## src/hw/rtl/per_index_ema_tracker_macros.svh

```systemverilog
// Assertion macros shared by the per-index EMA tracker RTL.
// Each macro expects a clock named clk and a reset named rst in scope.
`ifndef PER_INDEX_EMA_TRACKER_MACROS_SVH
`define PER_INDEX_EMA_TRACKER_MACROS_SVH

// The consequent must hold in the same cycle as the antecedent.
`define PIET_ASSERT_HOLDS(name, ante, cons, msg) \
  name: assert property (@(posedge clk) disable iff (rst) (ante) |-> (cons)) \
    else $error(msg);

// The consequent must hold in the cycle after the antecedent.
`define PIET_ASSERT_NEXT(name, ante, cons, msg) \
  name: assert property (@(posedge clk) disable iff (rst) (ante) |=> (cons)) \
    else $error(msg);

`endif

```

## src/hw/rtl/piet_pkg.sv

```systemverilog
// Shared types and constants for the per-index EMA tracker.
// Used by piet_cell, piet_blend and per_index_ema_tracker; depends on nothing.
package piet_pkg;

  // One table entry: a signed Q16.16 value and its explored mark.
  typedef struct packed {
    logic signed [31:0] value;
    logic               mark;
  } entry_t;

  // Operation codes of a request.
  localparam logic OP_UPDATE = 1'b0;
  localparam logic OP_QUERY  = 1'b1;

  // Register index of the smoothing weight (address bit 2 selects the register).
  localparam logic REG_SMOOTHING_WEIGHT = 1'b0;

  // Fixed-point constants.
  localparam logic        [16:0] ALPHA_ONE   = 17'h1_0000;
  localparam logic        [16:0] WEIGHT_RST  = 17'h0_8000;
  localparam logic signed [31:0] VAL_ONE     = 32'sh0001_0000;
  localparam logic signed [31:0] VAL_MAX     = 32'sh7FFF_FFFF;
  localparam logic signed [31:0] VAL_MIN     = 32'sh8000_0000;
  localparam logic signed [31:0] BONUS_LIMIT = 32'sh7FFE_FFFF;

endpackage

```

## src/hw/rtl/piet_cell.sv

```systemverilog
// One cell of the entry ring: holds a value and its explored mark.
// Depends on piet_pkg for entry_t and the reset value.
module piet_cell (
  input  logic            clk,
  input  logic            rst,
  input  logic            shift,
  input  piet_pkg::entry_t d,
  output piet_pkg::entry_t q
);
  import piet_pkg::*;

  // Take the neighbor's entry on every ring step; reset to 1.0, unexplored.
  always_ff @(posedge clk) begin
    if (rst) begin
      q.value <= VAL_ONE;
      q.mark  <= 1'b0;
    end else if (shift) begin
      q <= d;
    end
  end

endmodule

```

## src/hw/rtl/piet_blend.sv

```systemverilog
// Two-stage blend unit: old*alpha + (1-alpha)*sample, rounded and clamped.
// Depends on piet_pkg for the fixed-point constants.
module piet_blend (
  input  logic               clk,
  input  logic signed [31:0] old_value,
  input  logic signed [31:0] sample_value,
  input  logic        [16:0] alpha,
  output logic signed [31:0] result
);
  import piet_pkg::*;

  localparam logic signed [49:0] ROUND_HALF = 50'sd32768;
  localparam logic signed [49:0] SAT_HI     = 50'sd2147483647;
  localparam logic signed [49:0] SAT_LO     = -50'sd2147483648;

  logic        [16:0] beta;
  logic signed [49:0] prod_old;
  logic signed [49:0] prod_smp;
  logic signed [49:0] rounded;

  // Weight of the sample is one minus alpha.
  assign beta = ALPHA_ONE - alpha;

  // First stage: the two products, exact in Q16.32.
  always_ff @(posedge clk) begin
    prod_old <= 50'(old_value) * 50'($signed({1'b0, alpha}));
    prod_smp <= 50'(sample_value) * 50'($signed({1'b0, beta}));
  end

  // Add one half and floor, so ties round toward positive infinity.
  assign rounded = (prod_old + prod_smp + ROUND_HALF) >>> 16;

  // Second stage: clamp to the signed 32-bit range.
  always_ff @(posedge clk) begin
    if (rounded > SAT_HI) begin
      result <= VAL_MAX;
    end else if (rounded < SAT_LO) begin
      result <= VAL_MIN;
    end else begin
      result <= rounded[31:0];
    end
  end

endmodule

```

## src/hw/rtl/per_index_ema_tracker.sv

```systemverilog
// Per-index EMA tracker: a ring of NUM_ENTRIES cells, each with a Q16.16 value and an
// explored mark, rotated one place per cycle past a single head position while a request
// walks it and neither the blend unit nor a stalled output holds it. An update request
// walks the ring once, holding it at the target entry while the blend unit runs when
// that entry is already explored, and then returns to idle, where the next request is
// taken. A query request walks the ring once to find the maximum, forms the bonus value,
// then walks it again emitting one result per cycle while the output side takes them.
// One request is in flight at a time; the output register lets the next request start
// while the final result still waits.
`include "per_index_ema_tracker_macros.svh"

module per_index_ema_tracker #(
  parameter int NUM_ENTRIES = 16
) (
  input  logic               clk,
  input  logic               rst,
  // Request channel.
  input  logic               in_valid,
  output logic               in_stall,
  input  logic               op,
  input  logic        [3:0]  entry_index,
  input  logic signed [31:0] sample_value,
  // Result channel.
  output logic               out_valid,
  input  logic               out_stall,
  output logic        [3:0]  out_index,
  output logic signed [31:0] out_value,
  output logic               last_entry,
  // Configuration port.
  input  logic               psel,
  input  logic               penable,
  input  logic               pwrite,
  input  logic        [2:0]  paddr,
  input  logic        [31:0] pwdata,
  output logic        [31:0] prdata,
  output logic               pready
);
  import piet_pkg::*;

  localparam int PW = (NUM_ENTRIES > 1) ? $clog2(NUM_ENTRIES) : 1;
  localparam int CW = (PW > 4) ? PW : 4;
  localparam logic [PW-1:0] LAST_POS = PW'(NUM_ENTRIES - 1);

  typedef enum logic [6:0] {
    ST_IDLE  = 7'b0000001,
    ST_SEEK  = 7'b0000010,
    ST_MUL   = 7'b0000100,
    ST_SUM   = 7'b0001000,
    ST_MAX   = 7'b0010000,
    ST_BONUS = 7'b0100000,
    ST_EMIT  = 7'b1000000
  } state_t;

  state_t             state;
  logic [PW-1:0]      pos;
  logic               hit_done;
  logic               blend_ready;
  logic               all_acc;
  logic               all_explored;
  logic [16:0]        weight;
  logic [16:0]        alpha;
  logic [3:0]         idx_r;
  logic signed [31:0] sample_r;
  logic signed [31:0] mx;
  logic signed [31:0] bonus;
  logic signed [31:0] blend_q;
  entry_t             cells_q [NUM_ENTRIES];
  entry_t             head;
  entry_t             head_new;
  logic [NUM_ENTRIES-1:0] marks;
  logic               shift;
  logic               hit;
  logic               out_load;
  logic               in_range;
  logic               cfg_write;
  logic [CW-1:0]      pos_w;

  // Register access: one register, selected by address bit 2.
  assign pready    = 1'b1;
  assign cfg_write = psel && penable && pwrite && pready;
  assign prdata    = (paddr[2] == REG_SMOOTHING_WEIGHT) ? {15'b0, weight} : '0;

  // A weight above one is used as one.
  assign alpha = (weight > ALPHA_ONE) ? ALPHA_ONE : weight;

  assign in_stall = (state != ST_IDLE);
  assign in_range = 32'(entry_index) < 32'(NUM_ENTRIES);
  assign out_load = !out_valid || !out_stall;
  assign pos_w    = CW'(pos);
  assign head     = cells_q[0];
  assign hit      = (pos_w == CW'(idx_r)) && !hit_done;

  // The ring of cells: each cell takes its upper neighbor, the last takes the head.
  genvar gi;
  generate
    for (gi = 0; gi < NUM_ENTRIES; gi++) begin : g_cell
      if (gi == NUM_ENTRIES - 1) begin : g_tail
        piet_cell u_cell (
          .clk   (clk),
          .rst   (rst),
          .shift (shift),
          .d     (head_new),
          .q     (cells_q[gi])
        );
      end else begin : g_body
        piet_cell u_cell (
          .clk   (clk),
          .rst   (rst),
          .shift (shift),
          .d     (cells_q[gi+1]),
          .q     (cells_q[gi])
        );
      end
      assign marks[gi] = cells_q[gi].mark;
    end
  endgenerate

  // Blend of the head entry with the captured sample.
  piet_blend u_blend (
    .clk          (clk),
    .old_value    (head.value),
    .sample_value (sample_r),
    .alpha        (alpha),
    .result       (blend_q)
  );

  // Ring step and the entry written back at the head.
  always_comb begin
    shift    = 1'b0;
    head_new = head;
    case (state)
      ST_SEEK: begin
        if (!hit) begin
          shift = 1'b1;
        end else if (!head.mark) begin
          head_new.value = sample_r;
          head_new.mark  = 1'b1;
          shift          = 1'b1;
        end else if (blend_ready) begin
          head_new.value = blend_q;
          head_new.mark  = 1'b1;
          shift          = 1'b1;
        end
      end
      ST_MAX:  shift = 1'b1;
      ST_EMIT: shift = out_load;
      default: shift = 1'b0;
    endcase
  end

  // Sequencer and control state.
  always_ff @(posedge clk) begin
    if (rst) begin
      state        <= ST_IDLE;
      pos          <= '0;
      hit_done     <= 1'b0;
      blend_ready  <= 1'b0;
      all_acc      <= 1'b1;
      all_explored <= 1'b0;
      weight       <= WEIGHT_RST;
      out_valid    <= 1'b0;
    end else begin
      if (cfg_write && (paddr[2] == REG_SMOOTHING_WEIGHT)) begin
        weight <= pwdata[16:0];
      end
      if (out_load) begin
        out_valid <= (state == ST_EMIT);
      end
      case (state)
        ST_IDLE: begin
          if (in_valid) begin
            if (op == OP_QUERY) begin
              state <= ST_MAX;
            end else if (in_range) begin
              state       <= ST_SEEK;
              hit_done    <= 1'b0;
              blend_ready <= 1'b0;
              all_acc     <= 1'b1;
            end
          end
        end
        ST_SEEK: begin
          if (shift) begin
            all_acc <= all_acc & head_new.mark;
            if (hit) begin
              hit_done <= 1'b1;
            end
            if (pos == LAST_POS) begin
              state        <= ST_IDLE;
              pos          <= '0;
              all_explored <= all_acc & head_new.mark;
            end else begin
              pos <= pos + 1'b1;
            end
          end else begin
            state <= ST_MUL;
          end
        end
        ST_MUL: state <= ST_SUM;
        ST_SUM: begin
          state       <= ST_SEEK;
          blend_ready <= 1'b1;
        end
        ST_MAX: begin
          if (pos == LAST_POS) begin
            state <= ST_BONUS;
            pos   <= '0;
          end else begin
            pos <= pos + 1'b1;
          end
        end
        ST_BONUS: state <= ST_EMIT;
        ST_EMIT: begin
          if (shift) begin
            if (pos == LAST_POS) begin
              state <= ST_IDLE;
              pos   <= '0;
            end else begin
              pos <= pos + 1'b1;
            end
          end
        end
        default: state <= ST_IDLE;
      endcase
    end
  end

  // Captured request fields, the running maximum, the bonus and the result register.
  always_ff @(posedge clk) begin
    if (state == ST_IDLE && in_valid) begin
      idx_r    <= entry_index;
      sample_r <= sample_value;
    end
    if (state == ST_MAX && (pos == '0 || head.value > mx)) begin
      mx <= head.value;
    end
    if (state == ST_BONUS) begin
      bonus <= (mx > BONUS_LIMIT) ? VAL_MAX : mx + VAL_ONE;
    end
    if (state == ST_EMIT && out_load) begin
      out_index  <= pos_w[3:0];
      out_value  <= (!all_explored && !head.mark) ? bonus : head.value;
      last_entry <= (pos == LAST_POS);
    end
  end

  // The ring is back in place whenever the sequencer rests.
  `PIET_ASSERT_HOLDS(a_idle_aligned, state == ST_IDLE, pos == '0,
                     "ring not aligned while idle")
  // The all-explored flag never runs ahead of the marks held in the cells.
  `PIET_ASSERT_HOLDS(a_flag_marks, all_explored, &marks,
                     "all_explored set with an unexplored entry")
  // While emitting, the ring steps exactly when the result register loads.
  `PIET_ASSERT_HOLDS(a_emit_step, state == ST_EMIT, shift == out_load,
                     "ring step out of step with result register")
  // A query request starts the maximum pass from the first entry.
  `PIET_ASSERT_NEXT(a_query_start, state == ST_IDLE && in_valid && op == OP_QUERY,
                    state == ST_MAX && pos == '0, "query did not start the maximum pass")

endmodule
```

## config.mk

```make
export PLATFORM = sky130hd
export DESIGN_NAME = per_index_ema_tracker
export DESIGN_NICKNAME = d
export VERILOG_FILES = /design/src/hw/rtl/piet_pkg.sv /design/src/hw/rtl/piet_cell.sv /design/src/hw/rtl/piet_blend.sv /design/src/hw/rtl/per_index_ema_tracker.sv
export VERILOG_INCLUDE_DIRS = /design/src /design/src/hw/rtl
export SDC_FILE = /design/constraint.sdc
export NUM_CORES = 2
export LEC_CHECK = 0
export ABC_CLOCK_PERIOD_IN_PS = 12400
export BUFFER_PORTS_ARGS = -buffer_cell sky130_fd_sc_hd__clkbuf_2
export CAP_MARGIN = 10
export CORE_MARGIN = 1
export CORE_UTILIZATION = 43
export DETAILED_ROUTE_END_ITERATION = 6
export SETUP_SLACK_MARGIN = 0.4
export SYNTH_ARGS = -nofsm -noshare
export SYNTH_HDL_FRONTEND = slang
export SYNTH_SLANG_ARGS = --single-unit
```

## constraint.sdc

```tcl
create_clock -name clk -period 12.4 [get_ports clk]
set_input_delay 1.86 -clock clk [delete_from_list [all_inputs] [get_ports clk]]
set_output_delay 1.86 -clock clk [all_outputs]
set_load 0.01 [all_outputs]
```

==> results.md <==
* Filler instances at 15,700
* Family of cells with the greatest summed delay on the critical path: simple AND/OR/NAND/NOR gates
* Average cell area after synthesis at ~9 um^2
* Number of clock sinks seen by CTS at slightly above 800
* Final weighted congestion in routability-driven placement at 0.878
* Rel. slew slack at 0.234
* Number of ports placed on the die boundary at 151
* Top library cells by usage in the layout, fill and taps aside: nand2_1 (1,936), inv_1 (1,373), fa_1 (1,042), dfxtp_1 (690), a21oi_1 (655)
* Library cell used as clock root buffer: clkbuf_16
* Number of distinct library cells after synthesis at slightly above 90
* Cell count after placement at between 10,000 and 15,000
* Post-detailed-route DRC marker count at 0
* Leakage at about 0.035 uW
* Maximum fanout count along the critical path at 22
* Final-report max-slew violation count at 0
* Count of endpoints failing setup in the final report at 0
* Port Buffer Count at 117
* CP max stage cell: fa_1
* Slew at the pin closest to its max-slew limit at ~1100 ps
* Layout cells sized above 1 at 0.0596
* FFs w/ async S/R, synth at 0
* Final WL at between 150,000 and 200,000 um
* Post-CTS Setup Repair Bufs at 0
* Worst min path class: reg -> reg
* Drt pass-1 iters at 5
* Horizontal die dimension at ~400 um
* Placement-stage cell area at 73,100 um^2
* FP Rows at approximately 150
* Non-Filler Instances at 10,200
* Number of hold buffers added after CTS at 0
* Share of the clock period used by the worst path after layout at 0.865
* Most used cell along the critical path: fa_1
* MaxCap Viol Count at 0
* Average routed wire per standard cell at 17.6 um
* Floorplan Core Area at 163,000 um^2
* Sum of overflow across all layers after global routing at 0
* Number of cells produced by synthesis at 8,096
* Total Power at about 15,000 uW
* FF-to-FF Start: weight[2]
* Min cycle time layout at between 10,000 and 15,000 ps
* Startpoint kind of the worst setup timing path: flop
* Final ANT Viol Nets at 0
* Kind of end point of the critical path: flop
* Max Root-Sink Buffers at 3
* Critical path origin: weight[2]
* Wire length of the first global-routing pass at between 200,000 and 300,000 um
* VDD IR-drop max at approximately 0.31 mV
* H-tree depth reported by CTS at 3
* Status: completed
* Initial cell density of the core at 0.434
* Number of flops mapped to enable cells by yosys at between 100 and 150
* TritonCTS Buffers at roughly 90
* Hold Crit Start: g_cell[9].g_body.u_cell.q[31]
* Type of the worst setup path: reg -> reg
* Detailed-route vias per instance at ~5.1
* Number of storage elements in the synthesis netlist at 830
* Number of antenna violations at the first check in global routing at 9
* Sequential-to-total area share from yosys stat at 0.254
* Insertion delay to the later sink of the worst-skew pair at 730 ps
* Largest net degree at the start of global routing at 238
* Final number of hold-violating endpoints at 0
* Final setup TNS at 0 ps
* # resized after CTS at 0
* Total Die Area at approximately 170,000 um^2
* Power density relative to cell area at 191 nW/um^2
* Die Ht at approximately 400 um
* Synthesized area at 70,800 um^2
* Nets at approximately 9,400
* Layout Cell Area excl Fill at between 70,000 and 80,000 um^2
* Total track usage at 0.218
* Clock-pin slew of the registers on the worst-case setup and hold paths at 60 ps
* Clock tree from TritonCTS: yes
* Number of global-route vias before repair at ~53,000
* Final clock skew at approximately 73 ps
* Maximum clock frequency at about 93 MHz
* Commonest register cell after synthesis: dfxtp_1
* Number of vias in the routed layout at around 52,000
* Largest incremental delay on the critical path at about 570 ps
* Post-synthesis to final-layout area growth at 7.76%
* Leading cell type in the layout, fill and taps excluded: nand2_1
* Detailed placement HPWL at 131,000 um
* Critical path data required time at approximately 13,000 ps
* Number of warning messages in the yosys log at 0
* Initial DRC Count at around 3,400
* Critical path buffers and inverters at 5
* Unrepaired setup endpoints after global routing: no
* Data arrival, critical path at ~11,000 ps
-- area by class of cell --
class,instances,area (um^2),share of cell area
Timing Repair Buffer,217,1380,0.0181
Clock buffer,123,2560,0.0336
Multi-Input combinational cell,5417,45900,0.601
Sequential cell,830,18000,0.236
Tap cell,2175,2720,0.0357
Inverter,1376,5160,0.0677
Antenna cell,1,2.50,0.0000328
Clock inverter,45,603,0.00790
-- per-stage QoR --
step / hold slack (ps) / utilization / setup WS [ps]
final: 426 / 0.468 / 1680
after global routing: 439 / 0.468 / 1200
after CTS: 418 / 0.468 / 1710
after detailed placement: 441 / 0.448 / 1850
after global placement: 438 / 0.448 / 1920
after floorplan: 431 / - / 3720
-- cells by family (layout without fill, tap and decap cells) --
family                     count (synthesis)  count (layout)  share of synthesized area
AOI/OAI and AO/OA                       1093            1093                     0.0930
xor gates and xnor gates                 162             162                     0.0204
adders and majority gates               1410            1410                      0.360
buffers and inverters                   1863            1761                      0.102
DFF                                      830             830                      0.254
muxes                                     32              32                    0.00509
other                                      2              17                   0.000106
and+or+nand+nor                         2704            2704                      0.166
-- registers in the layout, summed over array words and instances, names as in the netlist, 7 cells and up --
name	count
mx	32
g_cell.g_body.u_cell.q	495
state	7
g_cell.g_tail.u_cell.q	33
out_value	32
sample_r	32
u_blend.prod_smp	50
u_blend.prod_old	50
bonus	32
weight	17
u_blend.result	32
-- layer usage --
layer	track usage	routed length, um
met3	0.0265	9320
met4	0.0623	4950
met5	0	0
met1	0.302	80500
met2	0.360	83900
-- power by group --
group	switching [uW]	internal [uW]
clock	1180	1660
sequential	109	3010
combinational	5080	3570
-- worst min-delay path: stages (launching register included) --
cell and delay, ps:
dfxtp_1 310, nand2_1 50, a21oi_1 50
-- synthesized netlist by cell type, types with 115 or more instances --
cell / instances / area share
edfxtp_1: 137 / 0.058
and2_1: 334 / 0.030
fa_1: 1042 / 0.29
nor2_1: 136 / 0.0072
nand2_1: 1936 / 0.10
xnor2_1: 115 / 0.014
ha_1: 368 / 0.065
a21oi_1: 656 / 0.046
inv_1: 1374 / 0.073
a21o_1: 117 / 0.012
dfxtp_1: 693 / 0.20
clkbuf_1: 365 / 0.019
-- path summary, 6_finish.rpt --
path | end | slack [ps] | cells past startpoint
min reg2reg | g_cell[8].g_body.u_cell.q[31] | 430 | 2
min | g_cell[8].g_body.u_cell.q[31] | 430 | 2
max reg2reg | u_blend.prod_smp[49] | 1680 | 37
max | u_blend.prod_smp[49] | 1680 | 37
No activity file was read; power rests on OpenSTA's default activity.
